### config.mk
export PLATFORM = sky130hd
export DESIGN_NAME = ctli_blend
export DESIGN_NICKNAME = d
export VERILOG_FILES = /design/src/hdl/ctli_pkg.sv /design/src/hdl/ctli_blend.sv
export SDC_FILE = /design/constraint.sdc
export NUM_CORES = 1
export LEC_CHECK = 0
export CORE_ASPECT_RATIO = 1.5
export CORE_MARGIN = 8
export CORE_UTILIZATION = 40
export DETAILED_ROUTE_END_ITERATION = 8
export DONT_BUFFER_PORTS = 1
export GPL_TIMING_DRIVEN = 1
export PLACE_DENSITY = 0.63
export SYNTH_ARGS = -nofsm -noshare
export SYNTH_HDL_FRONTEND = slang
export SYNTH_SLANG_ARGS = --single-unit
### constraint.sdc
create_clock -name clock -period 13.2 [get_ports clock]
set_input_delay 0.66 -clock clock [delete_from_list [all_inputs] [get_ports clock]]
set_output_delay 0.66 -clock clock [all_outputs]
set_load 0.05 [all_outputs]
### src/hdl/ctli_pkg.sv
// ---------------------------------------------------------------------------
// ctli_pkg
// Shared constants, register codes and stage types of the complex table
// linear interpolator.
// ---------------------------------------------------------------------------
package ctli_pkg;

   localparam int TABLE_DEPTH = 1024;
   localparam int FRAC_BITS   = 16;

   localparam int COORD_W     = 32;
   localparam int SAMPLE_W    = 16;
   localparam int INDEX_W     = 10;
   localparam int COUNT_W     = 11;
   localparam int PROD_W      = 2 * COORD_W;
   localparam int CSR_INDEX_W = 2;
   localparam int CSR_DATA_W  = 32;

   localparam logic FUNC_WRITE = 1'b0;
   localparam logic FUNC_QUERY = 1'b1;

   localparam logic signed [COORD_W-1:0] X_MIN_RESET    = 32'sd0;
   localparam logic [COORD_W-1:0]        INV_STEP_RESET = 32'd65536;
   localparam logic [COUNT_W-1:0]        ENTRIES_RESET  = 11'd1024;

   typedef enum logic [CSR_INDEX_W-1:0] {
      REG_X_MIN          = 2'd0,
      REG_INV_STEP       = 2'd1,
      REG_ENTRIES_IN_USE = 2'd2
   } csr_reg_type;

   typedef struct packed {
      logic signed [COORD_W-1:0] x_min;
      logic [COORD_W-1:0]        inv_step;
      logic [COUNT_W-1:0]        entries_in_use;
   } cfg_type;

   typedef struct packed {
      logic                       is_query;
      logic signed [COORD_W:0]    diff;
      logic [INDEX_W-1:0]         entry_index;
      logic signed [SAMPLE_W-1:0] entry_re;
      logic signed [SAMPLE_W-1:0] entry_im;
   } s1_type;

   typedef struct packed {
      logic                       is_query;
      logic                       below;
      logic [PROD_W-1:0]          prod;
      logic [INDEX_W-1:0]         entry_index;
      logic signed [SAMPLE_W-1:0] entry_re;
      logic signed [SAMPLE_W-1:0] entry_im;
   } s2_type;

endpackage

### src/hdl/ctli_blend.sv
// ---------------------------------------------------------------------------
// ctli_blend
// Last pipeline stage for one component: weighted blend of two adjacent
// samples, floored to Q1.15, forced to zero outside the grid.
// ---------------------------------------------------------------------------
module ctli_blend #(
   parameter int FRAC_BITS = ctli_pkg::FRAC_BITS
) (
   input  logic                                 clock,
   input  logic                                 en,
   input  logic                                 in_range,
   input  logic [FRAC_BITS-1:0]                 frac,
   input  logic signed [ctli_pkg::SAMPLE_W-1:0] sample_a,
   input  logic signed [ctli_pkg::SAMPLE_W-1:0] sample_b,
   output logic signed [ctli_pkg::SAMPLE_W-1:0] result
);

   localparam int SW    = ctli_pkg::SAMPLE_W;
   localparam int ACC_W = FRAC_BITS + SW + 2;

   logic signed [SW:0]        diff;
   logic signed [FRAC_BITS:0] frac_s;
   logic signed [ACC_W-1:0]   base;
   logic signed [ACC_W-1:0]   acc;
   logic signed [SW-1:0]      result_ff;
   logic signed [SW-1:0]      result_in;

   // a*(1-f) + b*f is rewritten as a + (b-a)*f, one multiply per component.
   always_comb begin
      diff      = {sample_b[SW-1], sample_b} - {sample_a[SW-1], sample_a};
      frac_s    = signed'({1'b0, frac});
      base      = ACC_W'(sample_a) <<< FRAC_BITS;
      acc       = base + ACC_W'(diff) * ACC_W'(frac_s);
      result_in = in_range ? acc[FRAC_BITS +: SW] : '0;
   end

   always_ff @(posedge clock) begin
      if (en) begin
         result_ff <= result_in;
      end
   end

   assign result = result_ff;

endmodule

==> out/summary.txt <==
status = complete, no violations
# DRC = 0
H-tree depth = 1
wire length per cell = 18.2 um
layout cell share with drive strength beyond 1 = 3.36%
Worst Tran Pin Value = 1.21 ns
number of synthesized flops with an enable pin = 16
fin crit share = 67.8%
min Tclk post-route = 8.94 ns
Worst-path clk slew = 0.05 ns
Worst Hold Depth = 0
final core occ = 41.9%
Tot GR Track Use = 17.7%
Root Driver = clkbuf_16
Post-synth ARST share = 0%
site row count = 80
Ports = 67
CORE AREA = 0.0315 mm2
vias in the first global route = 9938
postcts setup bufs = 0
antenna-violating nets left = 0
Setup TNS Final = 0 ns
cts hold-fix bufs = 0
Max Slew Vio Count = 0
Die Area = 0.0379 mm2
global-route wire length before repair = 52100 um
max-cap viol count = 0
Post-DP HPWL = 27200 um
filler instances = 3141
total clock sinks = 16
mux cell area share after synthesis = 0%
Die H = 234 um
# port buffers = 0
Nets = 1819
Adder-Cell Fraction of Synth Area = 55.7%
Setup crit end kind = flip-flop
GRT overflow = 0
slowest stage delay, CP = 0.63 ns
Total Routed Length = 32500 um
simple-gate portion of the synthesized area = 16.9%
largest net degree at the start of global routing = 36
Setup WS post-layout = 4.26 ns
gpl congestion = 0.843
Hold Vio Cnt, Final = 0
Netlist Area Pre-Place = 0.0127 mm2
critical path type = input pin to flip-flop
Slew HR = 18.5%
CP startpoint kind = input pin
Starting Density = 40.3%
crit-path max FO = 18
iteration-0 DRC count of the detailed router = 500
Die Width = 162 um
Synth-to-Final Area Change = 3.78%
Distinct cells, synth = 62
top_reg_cell synth = edfxtp_1
hold_ws = 0.521 ns
CP max-delay cell = or2_1
Hold/Removal Path Class = input pin to flip-flop
fmax = 112 MHz
Syn Nets = 1862
CTS tree = built
Synth Area in Compound Gates = 7.24%
max FFs per register = 16
Synth Area in XOR/XNOR = 3.43%
Via-to-Cell Ratio = 5.11
Crit path top cell by count = fa_1
initial antenna violation count = 0
Post-Syn Area per Cell = 8.99 um2
Antenna Cells = 0
final setup fails = 0
Ys Warns = 0
Yosys reg bits = 16
RSZ-0062 raised after global routing = false
Via Count = 9094
sequential area share after synthesis = 3.78%
gate count of the mapped netlist = 1415
CP arrival = 8.93 ns
DRT Pass-1 Iters = 4
dpl ws = 4.04 ns
main combinational cell family by area after synthesis = adder cells
CTS buffer count = 3
post-cts sizing count = 0
CTS Buffer Depth = 2
Required @ worst endpoint = 13.18 ns
## kinds of logic (layout without fill, tap and decap cells)
logic type                 after synthesis  count (layout)
AOI/OAI and AO/OA                      125             125
xor gates and xnor gates                49              49
adders and majority gates              396             396
buffers and inverters                  433             389
DFF                                     16              16
and+or+nand+nor                        396             396
## critical path, delay by kind of cell
family	cells	cell delay, ns
buffers and inverters	5	0.25
AO/OA/AOI/OAI	15	2.97
AND/OR/NAND/NOR	3	1.40
adder cells (fa/ha/maj)	8	3.64
## cell usage in the layout, fill, tap and decap left out, types with 5 or more instances in the layout
master	Yosys	final
nand2_1	124	124
nor4_1	5	5
and3_1	14	14
o211ai_1	18	18
o311ai_0	6	6
o31ai_1	5	5
xnor2_2	0	5
nand2b_1	10	10
xor2_1	14	13
nor2_1	16	16
o311ai_2	6	6
ha_1	112	112
a21oi_1	30	30
o21ai_0	20	20
inv_1	374	374
edfxtp_1	16	16
or3_1	7	7
fa_1	284	284
and2_1	145	145
nand3_1	11	11
xnor2_1	34	29
buf_4	2	11
nor2b_1	41	41
a311oi_1	5	5
## through the flow
stage	cells	area (um2)
2_1_floorplan	1415	12700
3_3_place_gp	1777	13100
3_5_place_dp	1777	13100
4_1_cts	1781	13200
5_1_grt	1781	13200
6_report	1781	13200
## per-layer routing
layer / routed length [um] / vias up / part of all wire [%] / global-route usage (%)
met2: 18300 / 189 / 56 / 35.3
li1: - / 4143 / - / -
met1: 11300 / 4701 / 35 / 18.1
met3: 1190 / 61 / 3.7 / 1.90
met5: 0 / - / 0 / 0
met4: 1670 / 0 / 5.1 / 7.63
## cell type report
type / instances / area (um2) / area share [%]
Sequential cell: 16 / 480 / 3.64
Clock buffer: 3 / 75.1 / 0.569
Timing Repair Buffer: 11 / 82.6 / 0.626
Inverter: 374 / 1400 / 10.6
Multi-Input combinational cell: 966 / 10600 / 80.6
Tap cell: 410 / 513 / 3.89
Clock inverter: 1 / 3.75 / 0.0284
## synthesized netlist by cell type (all sizes together) (2+ instances only)
cell type | n | area (um2)
a21o | 2 | 15.0
buf | 7 | 43.8
ha | 112 | 1400
xnor2 | 34 | 298
clkbuf | 52 | 195
a211o | 2 | 17.5
o41ai | 2 | 17.5
nor2 | 16 | 60.1
nor3 | 8 | 66.3
nand2b | 10 | 62.6
inv | 374 | 1400
and3 | 14 | 87.6
and3b | 2 | 17.5
a21oi | 32 | 168
o311ai | 13 | 159
o211ai | 18 | 135
edfxtp | 16 | 480
xor2 | 15 | 139
a21boi | 2 | 15.0
a31oi | 2 | 12.5
a31o | 4 | 35.0
a211oi | 6 | 62.6
fa | 284 | 5690
o22ai | 2 | 12.5
or3 | 7 | 43.8
nand2 | 124 | 465
nor2b | 41 | 257
o21ai | 23 | 123
o31ai | 5 | 37.5
nor4 | 5 | 31.3
nand3 | 11 | 55.1
or2 | 5 | 31.3
nand4b | 2 | 17.5
and2 | 145 | 907
a311oi | 5 | 43.8
## worst paths after layout
check	start	endpoint	slack, ns
worst min-delay path	en	result[5]	0.52
worst max-delay path	sample_a[1]	result[15]	4.26
Power is left out: the tool's default activity adds up to more than one toggle a clock period on the data nets, which glitch-free logic cannot reach.
