<file path="src/hdl/ctli_pkg.sv">
// ---------------------------------------------------------------------------
// ctli_pkg
// Shared constants, register codes and stage types of the complex table
// linear interpolator.
// ---------------------------------------------------------------------------
package ctli_pkg;

   localparam int TABLE_DEPTH = 1024;
   localparam int FRAC_BITS   = 16;

   localparam int COORD_W     = 32;
   localparam int SAMPLE_W    = 16;
   localparam int INDEX_W     = 10;
   localparam int COUNT_W     = 11;
   localparam int PROD_W      = 2 * COORD_W;
   localparam int CSR_INDEX_W = 2;
   localparam int CSR_DATA_W  = 32;

   localparam logic FUNC_WRITE = 1'b0;
   localparam logic FUNC_QUERY = 1'b1;

   localparam logic signed [COORD_W-1:0] X_MIN_RESET    = 32'sd0;
   localparam logic [COORD_W-1:0]        INV_STEP_RESET = 32'd65536;
   localparam logic [COUNT_W-1:0]        ENTRIES_RESET  = 11'd1024;

   typedef enum logic [CSR_INDEX_W-1:0] {
      REG_X_MIN          = 2'd0,
      REG_INV_STEP       = 2'd1,
      REG_ENTRIES_IN_USE = 2'd2
   } csr_reg_type;

   typedef struct packed {
      logic signed [COORD_W-1:0] x_min;
      logic [COORD_W-1:0]        inv_step;
      logic [COUNT_W-1:0]        entries_in_use;
   } cfg_type;

   typedef struct packed {
      logic                       is_query;
      logic signed [COORD_W:0]    diff;
      logic [INDEX_W-1:0]         entry_index;
      logic signed [SAMPLE_W-1:0] entry_re;
      logic signed [SAMPLE_W-1:0] entry_im;
   } s1_type;

   typedef struct packed {
      logic                       is_query;
      logic                       below;
      logic [PROD_W-1:0]          prod;
      logic [INDEX_W-1:0]         entry_index;
      logic signed [SAMPLE_W-1:0] entry_re;
      logic signed [SAMPLE_W-1:0] entry_im;
   } s2_type;

endpackage

</file>
<file path="src/hdl/ctli_pos.sv">
// ---------------------------------------------------------------------------
// ctli_pos
// First two pipeline stages: offset from the grid start, then scaling by
// the inverse step into a grid position.
// ---------------------------------------------------------------------------
module ctli_pos (
   input  logic                                 clock,
   input  logic                                 en1,
   input  logic                                 en2,
   input  logic                                 func,
   input  logic [ctli_pkg::INDEX_W-1:0]         entry_index,
   input  logic signed [ctli_pkg::SAMPLE_W-1:0] entry_re,
   input  logic signed [ctli_pkg::SAMPLE_W-1:0] entry_im,
   input  logic signed [ctli_pkg::COORD_W-1:0]  x,
   input  ctli_pkg::cfg_type                    cfg,
   output ctli_pkg::s2_type                     s2
);

   ctli_pkg::s1_type s1_ff;
   ctli_pkg::s1_type s1_in;
   ctli_pkg::s2_type s2_ff;
   ctli_pkg::s2_type s2_in;

   always_comb begin
      s1_in.is_query    = (func == ctli_pkg::FUNC_QUERY);
      // Exact 33-bit difference, so a negative offset is never lost.
      s1_in.diff        = {x[ctli_pkg::COORD_W-1], x}
                          - {cfg.x_min[ctli_pkg::COORD_W-1], cfg.x_min};
      s1_in.entry_index = entry_index;
      s1_in.entry_re    = entry_re;
      s1_in.entry_im    = entry_im;
   end

   always_comb begin
      s2_in.is_query    = s1_ff.is_query;
      s2_in.below       = s1_ff.diff[ctli_pkg::COORD_W];
      s2_in.prod        = ctli_pkg::PROD_W'(s1_ff.diff[ctli_pkg::COORD_W-1:0])
                          * ctli_pkg::PROD_W'(cfg.inv_step);
      s2_in.entry_index = s1_ff.entry_index;
      s2_in.entry_re    = s1_ff.entry_re;
      s2_in.entry_im    = s1_ff.entry_im;
   end

   always_ff @(posedge clock) begin
      if (en1) begin
         s1_ff <= s1_in;
      end
      if (en2) begin
         s2_ff <= s2_in;
      end
   end

   assign s2 = s2_ff;

endmodule

</file>
<file path="config.mk">
export PLATFORM = sky130hd
export DESIGN_NAME = ctli_pos
export DESIGN_NICKNAME = d
export VERILOG_FILES = /design/src/hdl/ctli_pkg.sv /design/src/hdl/ctli_pos.sv
export SDC_FILE = /design/constraint.sdc
export NUM_CORES = 2
export LEC_CHECK = 0
export BUFFER_PORTS_ARGS = -buffer_cell sky130_fd_sc_hd__buf_2
export CELL_PAD_IN_SITES_DETAIL_PLACEMENT = 0
export CELL_PAD_IN_SITES_GLOBAL_PLACEMENT = 1
export CORE_AREA = 5 5 278 280
export CTS_CLUSTER_DIAMETER = 150
export DETAILED_ROUTE_END_ITERATION = 16
export DIE_AREA = 0 0 283 285
export PLACE_DENSITY_LB_ADDON = 0.05
export SLEW_MARGIN = 20
export SYNTH_ARGS = -nofsm -noshare
export SYNTH_HDL_FRONTEND = slang
export SYNTH_SLANG_ARGS = --single-unit
export TNS_END_PERCENT = 30
</file>
<file path="constraint.sdc">
create_clock -name clock -period 19.6 [get_ports clock]
set_input_delay 3.92 -clock clock [delete_from_list [all_inputs] [get_ports clock]]
set_output_delay 3.92 -clock clock [all_outputs]
set_load 0.03 [all_outputs]
</file>
==> impl_metrics.json <==
{
  "die_h_um": 285,
  "cts_hold_repair.buffers": 0,
  "yosys_warnings": 0,
  "post_synth_inst_count": 4115,
  "drc": 0,
  "cts.path.max_buffers": 2,
  "via_per_inst": 5.49,
  "setup-violations-final": 0,
  "min_to": "s2[107]",
  "holdCritPathClass": "register to register",
  "syn_nets": 5460,
  "layout-drive-gt1-share_pct": 8.23,
  "reg2reg_depth": 22,
  "syn_area_um2": 40400,
  "post-place-cells": 5167,
  "cts.repair_timing.setup_buffer_count": 0,
  "root_buffer": "sky130_fd_sc_hd__clkbuf_16",
  "status": "complete, no violations",
  "maxSlewHeadroom_pct": 23.6,
  "clock_latency_late_sink_ns": 0.49,
  "final-instance-count-excl-fill": 5200,
  "grt_first_pass_wirelength_um": 182000,
  "ctsHtreeMaxLevel": 4,
  "worst_case_register_to_register_setup_slack_ns": 10.65,
  "tritoncts_clock_tree": "done",
  "initial_core_util_pct": 54.5,
  "portBuffers": 249,
  "arrival_ns": 12.00,
  "layout_worst_path_cycle_share_pct": 60.1,
  "synth_seq_area_share_pct": 13.7,
  "gpl.final_weighted_congestion": 0.868,
  "route.detailed.wl_per_inst_um": 22.5,
  "setup_total_negative_slack_ns": 0,
  "async_set_reset_flop_share_out_of_synthesis_pct": 0,
  "holdCritStartpoint": "s1_ff[75]",
  "post_synth_num_cell_types": 66,
  "critical_path_required_ns": 19.81,
  "floorplan.rows": 100,
  "wirelength_um": 117000,
  "number_of_antenna_violations_at_the_first_check_in_global_routing": 3,
  "holdPathStages": 0,
  "synth_edf_count": 184,
  "io-pin-count": 261,
  "first_pass_iteration_count_of_the_detailed_router": 5,
  "rsz0062_at_grt": "no",
  "timing_worst_slew_pin_value_ns": 1.15,
  "dr.first_iter.drc_count": 1685,
  "timing.final.max_slew_violations": 0,
  "vias_in_the_first_global_route": 30400,
  "die_width_um": 283,
  "clock_sinks": 184,
  "core_area_um2": 74200,
  "finalNetCount": 5562,
  "ant_nets": 0,
  "max_freq_mhz": 84.9,
  "post_synth.cell_area_avg_um2": 9.83,
  "critical_path.startpoint_type": "input pin",
  "post_cts.resized_instances": 0,
  "yosys_register_bits": 184,
  "global_route.usage.total_pct": 29.7,
  "cap_violations": 0,
  "r2r-start": "s1_ff[53]",
  "gr-total-overflow": 0,
  "synth_flop_cell": "sky130_fd_sc_hd__edfxtp_1",
  "numCtsBuffers": 17,
  "maximum_number_of_pins_on_one_net_before_global_route_repair": 56,
  "critPathMaxFanout": 32,
  "clk_pin_slew_worst_paths_ns": 0.08,
  "critical_path.endpoint_type": "register",
  "synthToLayoutAreaGrowth_pct": 6.44,
  "setup.worst_path.class": "input pin to register",
  "fin_worst_skew_ns": 0.0291,
  "hold_viol": 0,
  "r2r-end": "s2[105]",
  "detailroute.via_count": 28500,
  "hpwlAfterDp_um": 85600,
  "floorplan.die_area_um2": 80700,
  "finalCriticalPeriod_ns": 11.78
}
-- cell usage after synthesis, types with 7 or more instances --
master / n / area (um^2)
sky130_fd_sc_hd__nand4_1: 22 / 138
sky130_fd_sc_hd__and3_1: 11 / 68.8
sky130_fd_sc_hd__o21a_1: 15 / 113
sky130_fd_sc_hd__o21ai_0: 36 / 180
sky130_fd_sc_hd__clkbuf_1: 205 / 769
sky130_fd_sc_hd__nand2b_1: 8 / 50.1
sky130_fd_sc_hd__ha_1: 295 / 3690
sky130_fd_sc_hd__o31ai_1: 7 / 52.6
sky130_fd_sc_hd__xnor2_1: 61 / 534
sky130_fd_sc_hd__a31oi_1: 10 / 62.6
sky130_fd_sc_hd__xor2_1: 28 / 245
sky130_fd_sc_hd__nand3_1: 12 / 60.1
sky130_fd_sc_hd__o21bai_1: 15 / 113
sky130_fd_sc_hd__edfxtp_1: 184 / 5530
sky130_fd_sc_hd__nor3_1: 11 / 55.1
sky130_fd_sc_hd__inv_1: 922 / 3460
sky130_fd_sc_hd__a21o_1: 47 / 353
sky130_fd_sc_hd__and2_1: 578 / 3620
sky130_fd_sc_hd__nand2_1: 507 / 1900
sky130_fd_sc_hd__a21oi_1: 96 / 480
sky130_fd_sc_hd__fa_1: 897 / 18000
sky130_fd_sc_hd__a211oi_1: 7 / 52.6
sky130_fd_sc_hd__o21ai_1: 12 / 60.1
sky130_fd_sc_hd__nor2b_1: 9 / 56.3
sky130_fd_sc_hd__nor2_1: 47 / 176
-- layout make-up --
class,count,area (um^2)
multi-input combinational,2799,30700
clock inverter,15,176
inverter,922,3460
antenna,1,2.50
tap,969,1210
fill,6676,31100
clock buffer,17,425
sequential,184,5530
timing repair buffer,293,1580
-- worst max path at each step --
| stage | start | end | slack [ns] | depth (start not counted) |
|---|---|---|---|---|
| after floorplan | cfg[19] | s2[104] | 8.83 | 24 |
| after global placement | cfg[20] | s2[95] | 7.40 | 22 |
| after detailed placement | cfg[20] | s2[95] | 7.39 | 22 |
| after CTS | cfg[20] | s2[95] | 7.88 | 22 |
| after global routing | cfg[20] | s2[95] | 7.39 | 22 |
| final | cfg[20] | s2[95] | 7.82 | 22 |
-- critical path: stages --
cell and delay (ns):
sky130_fd_sc_hd__buf_2 0.71, sky130_fd_sc_hd__and2_1 0.26, sky130_fd_sc_hd__fa_1 0.45, sky130_fd_sc_hd__fa_1 0.55
sky130_fd_sc_hd__inv_1 0.07, sky130_fd_sc_hd__fa_1 0.58, sky130_fd_sc_hd__fa_1 0.47, sky130_fd_sc_hd__fa_1 0.55
sky130_fd_sc_hd__inv_1 0.06, sky130_fd_sc_hd__fa_1 0.51, sky130_fd_sc_hd__fa_1 0.44, sky130_fd_sc_hd__fa_1 0.55
sky130_fd_sc_hd__ha_1 0.41, sky130_fd_sc_hd__a2111oi_0 0.42, sky130_fd_sc_hd__o21ai_1 0.16, sky130_fd_sc_hd__a41oi_2 0.26
sky130_fd_sc_hd__o221ai_2 0.17, sky130_fd_sc_hd__a2111oi_4 0.39, sky130_fd_sc_hd__a21oi_2 0.16, sky130_fd_sc_hd__and3_1 0.20
sky130_fd_sc_hd__a2111oi_0 0.63, sky130_fd_sc_hd__nor2_1 0.07
-- metal layers --
metal | part of all wire, % | GRT usage, % | vias to the layer above
met2 | 50 | 51.1 | 963
met3 | 6.1 | 4.15 | 252
li1 | - | - | 12400
met1 | 39 | 38.2 | 14900
met4 | 4.9 | 12.0 | 2
met5 | 0.0094 | 0 | -
-- logic make-up (layout without fill, tap and decap cells) --
group / after synthesis / in the layout / synth area share, %
AOI/OAI and AO/OA: 299 / 299 / 4.97
and+or+nand+nor: 1219 / 1219 / 15.4
DFF: 184 / 184 / 13.7
other: 0 / 1 / 0
buffers and inverters: 1132 / 1247 / 10.5
adders and majority gates: 1192 / 1192 / 53.5
xor gates and xnor gates: 89 / 89 / 1.93
-- metrics by stage --
step | worst slack (ns) | area (um^2) | hold slack (ns) | utilization (%)
after floorplan | 8.83 | 40400 | 0.400 | -
after global placement | 7.40 | 42400 | 0.400 | 57.2
after detailed placement | 7.39 | 42400 | 0.405 | 57.2
after CTS | 7.88 | 43100 | 0.414 | 58.0
after global routing | 7.39 | 43100 | 0.424 | 58.0
final | 7.82 | 43100 | 0.407 | 58.0
-- sequential cells by signal (all words and copies together) (netlist names) --
register and cells:
s1_ff 76, s2 108
-- cells in the final DEF, fill, tap and decap left out, types with 6 or more instances in the layout --
cell                          n
sky130_fd_sc_hd__inv_1      922
sky130_fd_sc_hd__fa_1       897
sky130_fd_sc_hd__and2_1     578
sky130_fd_sc_hd__nand2_1    507
sky130_fd_sc_hd__ha_1       295
sky130_fd_sc_hd__buf_2      247
sky130_fd_sc_hd__edfxtp_1   184
sky130_fd_sc_hd__a21oi_1     96
sky130_fd_sc_hd__xnor2_1     61
sky130_fd_sc_hd__nor2_1      47
sky130_fd_sc_hd__a21o_1      47
sky130_fd_sc_hd__buf_4       46
sky130_fd_sc_hd__o21ai_0     36
sky130_fd_sc_hd__xor2_1      28
sky130_fd_sc_hd__nand4_1     22
sky130_fd_sc_hd__clkbuf_16   17
sky130_fd_sc_hd__o21a_1      15
sky130_fd_sc_hd__o21bai_1    15
sky130_fd_sc_hd__o21ai_1     12
sky130_fd_sc_hd__nand3_1     12
sky130_fd_sc_hd__nor3_1      11
sky130_fd_sc_hd__and3_1      11
sky130_fd_sc_hd__a31oi_1     10
sky130_fd_sc_hd__nor2b_1      9
sky130_fd_sc_hd__nand2b_1     8
sky130_fd_sc_hd__a211oi_1     7
sky130_fd_sc_hd__o31ai_1      7
sky130_fd_sc_hd__o211ai_1     6
Power is not shown: default switching activity piles up to over one toggle a cycle in this logic, so the estimate is an artifact.
