<file path="config.mk">
export PLATFORM = sky130hd
export DESIGN_NAME = ctli_csr_flat
export DESIGN_NICKNAME = d
export VERILOG_FILES = /design/src/hdl/ctli_pkg.sv /design/src/hdl/ctli_if.sv /design/src/hdl/ctli_csr.sv /design/src/flat_wrapper.sv
export SDC_FILE = /design/constraint.sdc
export NUM_CORES = 1
export LEC_CHECK = 0
export ABC_AREA = 0
export BUFFER_PORTS_ARGS = -buffer_cell sky130_fd_sc_hd__buf_2
export CAP_MARGIN = 20
export CORE_MARGIN = 1.5
export CORE_UTILIZATION = 53
export CTS_CLUSTER_DIAMETER = 60
export DETAILED_ROUTE_END_ITERATION = 8
export GPL_ROUTABILITY_DRIVEN = 0
export HOLD_SLACK_MARGIN = 0.03
export PLACE_DENSITY = 0.83
export SETUP_SLACK_MARGIN = 0.4
export SYNTH_ARGS = -nofsm -noshare
export SYNTH_HDL_FRONTEND = slang
export SYNTH_SLANG_ARGS = --single-unit
</file>
<file path="constraint.sdc">
create_clock -name clock -period 2.55 [get_ports clock]
set_input_delay 0 -clock clock [delete_from_list [all_inputs] [get_ports clock]]
set_output_delay 0 -clock clock [all_outputs]
set_load 0.1 [all_outputs]
</file>
<file path="src/hdl/ctli_pkg.sv">
// ---------------------------------------------------------------------------
// ctli_pkg
// Shared constants, register codes and stage types of the complex table
// linear interpolator.
// ---------------------------------------------------------------------------
package ctli_pkg;

   localparam int TABLE_DEPTH = 1024;
   localparam int FRAC_BITS   = 16;

   localparam int COORD_W     = 32;
   localparam int SAMPLE_W    = 16;
   localparam int INDEX_W     = 10;
   localparam int COUNT_W     = 11;
   localparam int PROD_W      = 2 * COORD_W;
   localparam int CSR_INDEX_W = 2;
   localparam int CSR_DATA_W  = 32;

   localparam logic FUNC_WRITE = 1'b0;
   localparam logic FUNC_QUERY = 1'b1;

   localparam logic signed [COORD_W-1:0] X_MIN_RESET    = 32'sd0;
   localparam logic [COORD_W-1:0]        INV_STEP_RESET = 32'd65536;
   localparam logic [COUNT_W-1:0]        ENTRIES_RESET  = 11'd1024;

   typedef enum logic [CSR_INDEX_W-1:0] {
      REG_X_MIN          = 2'd0,
      REG_INV_STEP       = 2'd1,
      REG_ENTRIES_IN_USE = 2'd2
   } csr_reg_type;

   typedef struct packed {
      logic signed [COORD_W-1:0] x_min;
      logic [COORD_W-1:0]        inv_step;
      logic [COUNT_W-1:0]        entries_in_use;
   } cfg_type;

   typedef struct packed {
      logic                       is_query;
      logic signed [COORD_W:0]    diff;
      logic [INDEX_W-1:0]         entry_index;
      logic signed [SAMPLE_W-1:0] entry_re;
      logic signed [SAMPLE_W-1:0] entry_im;
   } s1_type;

   typedef struct packed {
      logic                       is_query;
      logic                       below;
      logic [PROD_W-1:0]          prod;
      logic [INDEX_W-1:0]         entry_index;
      logic signed [SAMPLE_W-1:0] entry_re;
      logic signed [SAMPLE_W-1:0] entry_im;
   } s2_type;

endpackage

</file>
<file path="src/hdl/ctli_if.sv">


interface ctli_csr_if;
   logic                               valid;
   logic                               ready;
   logic [ctli_pkg::CSR_INDEX_W-1:0]   index;
   logic [ctli_pkg::CSR_DATA_W-1:0]    data;

   modport source (output valid, index, data, input ready);
   modport sink   (input valid, index, data, output ready);
endinterface

</file>
<file path="src/hdl/ctli_csr.sv">
// ---------------------------------------------------------------------------
// ctli_csr
// Configuration registers: grid start, inverse step and entry count.
// ---------------------------------------------------------------------------
module ctli_csr (
   input  logic              clock,
   input  logic              reset,
   ctli_csr_if.sink          csr_if,
   output ctli_pkg::cfg_type cfg
);

   ctli_pkg::cfg_type cfg_ff;
   ctli_pkg::cfg_type cfg_in;

   assign csr_if.ready = 1'b1;

   always_comb begin
      cfg_in = cfg_ff;
      if (csr_if.valid && csr_if.ready) begin
         case (csr_if.index)
            ctli_pkg::REG_X_MIN:          cfg_in.x_min = signed'(csr_if.data);
            ctli_pkg::REG_INV_STEP:       cfg_in.inv_step = csr_if.data;
            ctli_pkg::REG_ENTRIES_IN_USE: cfg_in.entries_in_use =
                                             csr_if.data[ctli_pkg::COUNT_W-1:0];
            default: ;
         endcase
      end
   end

   always_ff @(posedge clock) begin
      if (reset) begin
         cfg_ff.x_min          <= ctli_pkg::X_MIN_RESET;
         cfg_ff.inv_step       <= ctli_pkg::INV_STEP_RESET;
         cfg_ff.entries_in_use <= ctli_pkg::ENTRIES_RESET;
      end else begin
         cfg_ff <= cfg_in;
      end
   end

   assign cfg = cfg_ff;

endmodule

</file>
<file path="src/flat_wrapper.sv">
// flat-port wrapper written by rule: the top's interface ports become plain ports
module ctli_csr_flat 
  (clock, reset, cfg, csr_if_valid, csr_if_index, csr_if_data, csr_if_ready);
  ctli_csr_if csr_if_i ();
  input  logic clock;
  input  logic reset;
  output ctli_pkg::cfg_type cfg;
  input wire logic [$bits(csr_if_i.valid)-1:0] csr_if_valid;
  input wire logic [$bits(csr_if_i.index)-1:0] csr_if_index;
  input wire logic [$bits(csr_if_i.data)-1:0] csr_if_data;
  output wire logic [$bits(csr_if_i.ready)-1:0] csr_if_ready;
  assign csr_if_i.valid = csr_if_valid;
  assign csr_if_i.index = csr_if_index;
  assign csr_if_i.data = csr_if_data;
  assign csr_if_ready = csr_if_i.ready;
  ctli_csr u_core (.clock(clock), .reset(reset), .csr_if(csr_if_i), .cfg(cfg));
endmodule
</file>
==> results of run 1 <==
final timing paths:
| kind | endpoint | slack [ns] | cells past startpoint |
|---|---|---|---|
| hold reg to reg | u_core.cfg[71] | 0.47 | 2 |
| setup reg to reg | u_core.cfg[26] | 1.90 | 2 |
| hold / removal | u_core.cfg[71] | 0.15 | 4 |
| setup / recovery | cfg[32] | 1.42 | 1 |
synthesized netlist by cell type:
cell type and count:
nor2_1 4, nand3b_1 2, buf_2 4, and3b_1 1
conb_1 1, buf_4 3, nand2b_1 105, nor3b_1 1
or3b_1 1, clkbuf_1 11, buf_6 3, mux2i_1 75
dfxtp_1 75
layout make-up:
class                   count  area (um^2)  share of cell area, %
flip-flops and latches     75         1500                   35.7
clock inverters             5          100                   2.38
well taps                  72         90.1                   2.14
multi-input cells         190         1470                   34.8
clock buffers              11          141                   3.36
repair buffers            146          911                   21.6
placed cells by master, fill, tap and decap left out:
cell type	n
buf_2	111
nand2b_1	105
mux2i_1	75
dfxtp_1	75
dlygate4sd3_1	32
clkbuf_8	10
nor2_1	4
bufinv_16	3
nand3b_1	2
clkinv_2	2
buf_4	2
and3b_2	1
nor3b_1	1
or3b_1	1
conb_1	1
clkbuf_1	1
buf_12	1
per-layer routing:
metal / global-route usage (%) / routed length, um / vias up
li1: - / - / 1201
met1: 26.7 / 3010 / 1100
met2: 38.0 / 3240 / 88
met3: 6.21 / 407 / 11
met4: 8.95 / 98 / 0
met5: 0 / 0 / -
stage by stage:
step	util, %	instance area [um^2]	cells
final	75.6	4210	499
after global routing	75.6	4210	499
after CTS	75.6	4210	499
after detailed placement	65.5	3650	451
after global placement	65.5	3650	451
after floorplan	-	3090	286
kinds of logic (layout without fill, tap and decap cells):
kind of cell | Yosys count | after routing | share of synthesized area, %
buffers and inverters | 21 | 162 | 3.81
DFF | 75 | 75 | 48.7
muxes | 75 | 75 | 24.3
other | 1 | 1 | 0.122
and+or+nand+nor | 114 | 114 | 23.1
power by group through the flow:
stage | sequential, W | clock [W] | combinational, W
floorplan | 0.00156 | 0 | 0.000137
global placement | 0.00126 | 0 | 0.000519
detailed placement | 0.00126 | 0 | 0.000524
CTS | 0.00123 | 0.00110 | 0.000562
global route | 0.00124 | 0.00115 | 0.000587
finish | 0.00123 | 0.00110 | 0.000563
==> flow_summary.yaml, run 1 <==
critical_path:
  cp.required_ns: 2.55
  crit_path_start_kind: "flip-flop"
  r2r_start: "u_core.cfg[26]"
  cp.arrival_ns: 1.13
  crit_family: "buffers and inverters"
  crit_buf_inv: 1
  cpPeakStageDelay_ns: 0.43
  cp_slowest_cell: "buf_2"
  critPathLaunch: "u_core.cfg[32]"
  path_class: "reg2out"
  cp_max_fo: 2
  cp_cell_sequence: "buf_2"
  critPathCaptureType: "primary output"
power_and_ir_drop:
  intPower_w: 0.00204
  p_sw_w: 0.000854
  p_leak_nw: 2.10
  peakVddDrop_mv: 0.415
  seq_power_share_pct: 42.7
  power_density_nw_per_um2: 687
  p_total_w: 0.00289
  p_comb_share_pct: 19.5
  p_clk_share_pct: 37.9
  sw_frac_of_total_pct: 29.5
timing:
  timing_worst_slew_pin_value_ns: 0.838
  finClkSkew_ns: 0
  relSlewSlack_pct: 44.1
  period_needed_ns: 1.13
  tns_ns: 0
  clock.fmax_ghz: 0.885
  slew_violations: 0
  fin_crit_sh_pct: 44.3
  rsz0062_at_grt: "no"
  setup_ws_ns: 1.42
  finalHoldViolations: 0
  whs_ns: 0.153
  setup_violations: 0
route:
  drt-pass1-iter-count: 4
  drc_errors: 0
  num_vias: 2400
  drt_iter0_markers: 105
  drtAntennaViolNets: 0
  avgRoutedWirePerCell_um: 13.5
  viasPerCell: 4.81
  routed_wl_um: 6760
floorplan:
  num_rows: 27
  die_h_um: 79.3
  start_util_pct: 55.4
  die-area_um2: 6290
  io-pin-count: 113
  die_x_um: 79.3
  fp.coreArea_um2: 5570
placement:
  dp_hpwl_um: 4140
  io_buffer_count: 111
  dp_slack_ns: 1.23
layout:
  drive_gt1_share_pct: 30.4
  largest_reg_flops: 75
  n_fill_cell: 421
  syn2layout_area_growth_pct: 36.5
  diodes: 0
  nets: 459
flow_run:
  drv_cap: 0
cts:
  ctsHoldBuffers: 32
  path_clk_slew_ns: 0.08
  ctsResizeCount: 0
  cts_tree: "done"
  cts_buffer_depth: 2
  cts_setup_buffers: 0
  cts_root_buf: "clkbuf_8"
  clk_latency_ns: 0.34
  clock-sinks: 75
  numCtsBuffers: 9
  htreeDepth: 3
grt:
  antenna_found_initial: 0
  grt_util_all_layers_pct: 22.4
  grt_pass1_wl_um: 10800
  grt_pass1_vias: 2304
  grt.overflow.total: 0
  grt_max_degree: 63
logic_synthesis:
  yosys_warnings: 0
  synth.top_cell.area_share_pct: 48.7
  syn_inst: 286
  ys_seq_elements: 75
  avgSynthCellArea_um2: 10.8
  synth_top_cell_by_area: "dfxtp_1"
  synth_area_leaders: "dfxtp_1, mux2i_1, nand2b_1"
  synth_cell_type_count: 13
  ys_seq_area_share_pct: 48.7
  synth_nets: 323
  synth.cell_area_um2: 3090
status:
  run_status: "complete, no violations"
hold_path:
  min_from: "csr_if_index[1]"
  holdCritPathClass: "in2reg"
(Power assumes the default switching activity.)
==> inputs of run 2 (changes only) <==
- CORE_UTILIZATION: 53 -> 44
- PLACE_DENSITY: 0.83 -> 0.73
- clock period: 2.55 -> 1 ns (I/O delays scaled with it)
==> run 2 against run 1 <==
  * The run now ends with negative hold slack left
  * Clock power grew 140%
  * Critical endpoint is now u_core.cfg[63]
  * Via count grew 17%
  * Die area grew 20%
  * Clock-buffer cell count shrank 1
  * Core utilization grew 17 points
  * Sequential cell count is the same
  * Final cell count grew 11%
  * Global-route usage grew 2.5 points
==> flow_summary.yaml, run 2 (synthesis gave the netlist of run 1 again) <==
cts:
  cts_buffer_depth: 2
  ctsHoldBuffers: 21
  cts_tree: "done"
  numCtsBuffers: 9
  clk_latency_ns: 0.35
  htreeDepth: 3
  cts_root_buf: "clkbuf_8"
  clock-sinks: 75
  path_clk_slew_ns: 0.09
critical_path:
  crit_path_start_kind: "flip-flop"
  cpMostUsedCell: "buf_6"
  cp.arrival_ns: 1.18
  critPathCaptureType: "flip-flop"
  path_class: "reg2reg"
  cp.required_ns: 1.25
  cp_cell_sequence: "buf_6 -> buf_6 -> nand2b_4 -> mux2i_1"
  cpPeakStageDelay_ns: 0.37
  cp_max_fo: 2
  cp_slowest_cell: "dfxtp_4"
timing:
  finalHoldViolations: 18
  whs_ns: -0.0447
  fin_crit_sh_pct: 92.9
  clock.fmax_ghz: 1.08
  rsz0062_at_grt: "yes"
  period_needed_ns: 0.929
  setup_ws_ns: 0.0708
  finClkSkew_ns: 0
  setup_violations: 0
  slew_violations: 0
layout:
  nets: 489
  largest_reg_flops: 75
  n_fill_cell: 209
  layout_common_cells: "nand2b_1, buf_12, mux2i_1, dfxtp_4, buf_2"
  mostFrequentLayoutCell: "nand2b_1"
  syn2layout_area_growth_pct: 103
  fin_area_um2: 6280
  drive_gt1_share_pct: 58.2
power_and_ir_drop:
  peakVddDrop_mv: 1.31
  p_leak_nw: 2.73
  p_total_w: 0.00776
  power_density_nw_per_um2: 1240
placement:
  place_area_um2: 5210
  dp_slack_ns: -0.0763
  io_buffer_count: 111
  dp_hpwl_um: 5210
floorplan:
  start_util_pct: 45.4
  die_x_um: 86.7
  io-pin-count: 113
  die-area_um2: 7520
  num_rows: 30
  die_h_um: 86.7
  fp.coreArea_um2: 6790
status:
  violations: "negative hold slack"
  run_status: "finished with violations"
grt:
  grt.overflow.total: 0
  grt_pass1_vias: 2820
  antenna_found_initial: 1
  grt_util_all_layers_pct: 24.9
  grt_max_degree: 69
  grt_pass1_wl_um: 14100
hold_path:
  holdCritPathClass: "in2reg"
route:
  num_vias: 2804
  drt_iter0_markers: 80
  drt-pass1-iter-count: 5
  drc_errors: 0
  avgRoutedWirePerCell_um: 21.4
  viasPerCell: 5.06
  routed_wl_um: 11900
  drtAntennaViolNets: 0
flow_run:
  drv_cap: 0
## run 2: changes by cell type in the layout (fill, tap and decap cells not counted), moves of 2 or more
cell,before,now
buf_2,111,34
nand2b_1,105,86
buf_12,1,83
dfxtp_4,0,75
nand2b_4,0,19
buf_6,0,30
buf_16,0,4
dfxtp_1,75,0
clkinv_1,0,2
dlygate4sd3_1,32,21
## run 2: what timing repair did
item | CTS | global route
setup buffers | 14 | 14
cloned | 4 | 1
endpoints found under the setup margin | 146 | 150
endpoints found under the hold margin | 75 | 30
gates resized for setup | 20 | 37
pin swaps | 3 | 2
## run 2: report_power, final
part	internal (W)	switching, W
registers	0.00297	0.000136
clock network	0.00139	0.00122
logic	0.000878	0.00117
## run 2: layer usage
layer	track usage, %	wire (um)
met4	8.65	351
met1	26.6	4350
met3	9.71	744
met5	0	0
met2	44.5	6400
## run 2: worst paths after layout
| check | from | end | slack (ns) | cells past startpoint |
|---|---|---|---|---|
| worst min-delay path | csr_if_data[6] | u_core.cfg[6] | -0.04 | 3 |
| worst max register to register | u_core.cfg[63] | u_core.cfg[63] | 0.07 | 4 |
| worst max-delay path | u_core.cfg[63] | u_core.cfg[63] | 0.07 | 4 |
| worst min register to register | u_core.cfg[5] | u_core.cfg[5] | 0.51 | 2 |
## run 2: area by class of cell
type	instances	area [um^2]	area share, %
timing repair buffer	176	2540	40.4
tap	96	120	1.91
multi-input combinational	190	1630	25.9
clock buffer	10	128	2.03
antenna	1	2.50	0.0399
clock inverter	6	80.1	1.28
sequential	75	1780	28.4
## run 2: critical path, delay by kind of cell, from the launching register on
kind / cells / cell delay [ns]
buf+inv: 2 / 0.18
flops: 1 / 0.37
simple gates: 1 / 0.05
mux: 1 / 0.23
## run 2: per-stage QoR
stage	std cells	utilization [%]	setup TNS (ns)
floorplan	286	-	0
CTS	538	87.3	0
global route	554	92.4	0
detailed placement	483	76.7	-1.91
finish	554	92.4	0
global placement	483	76.7	-1.27
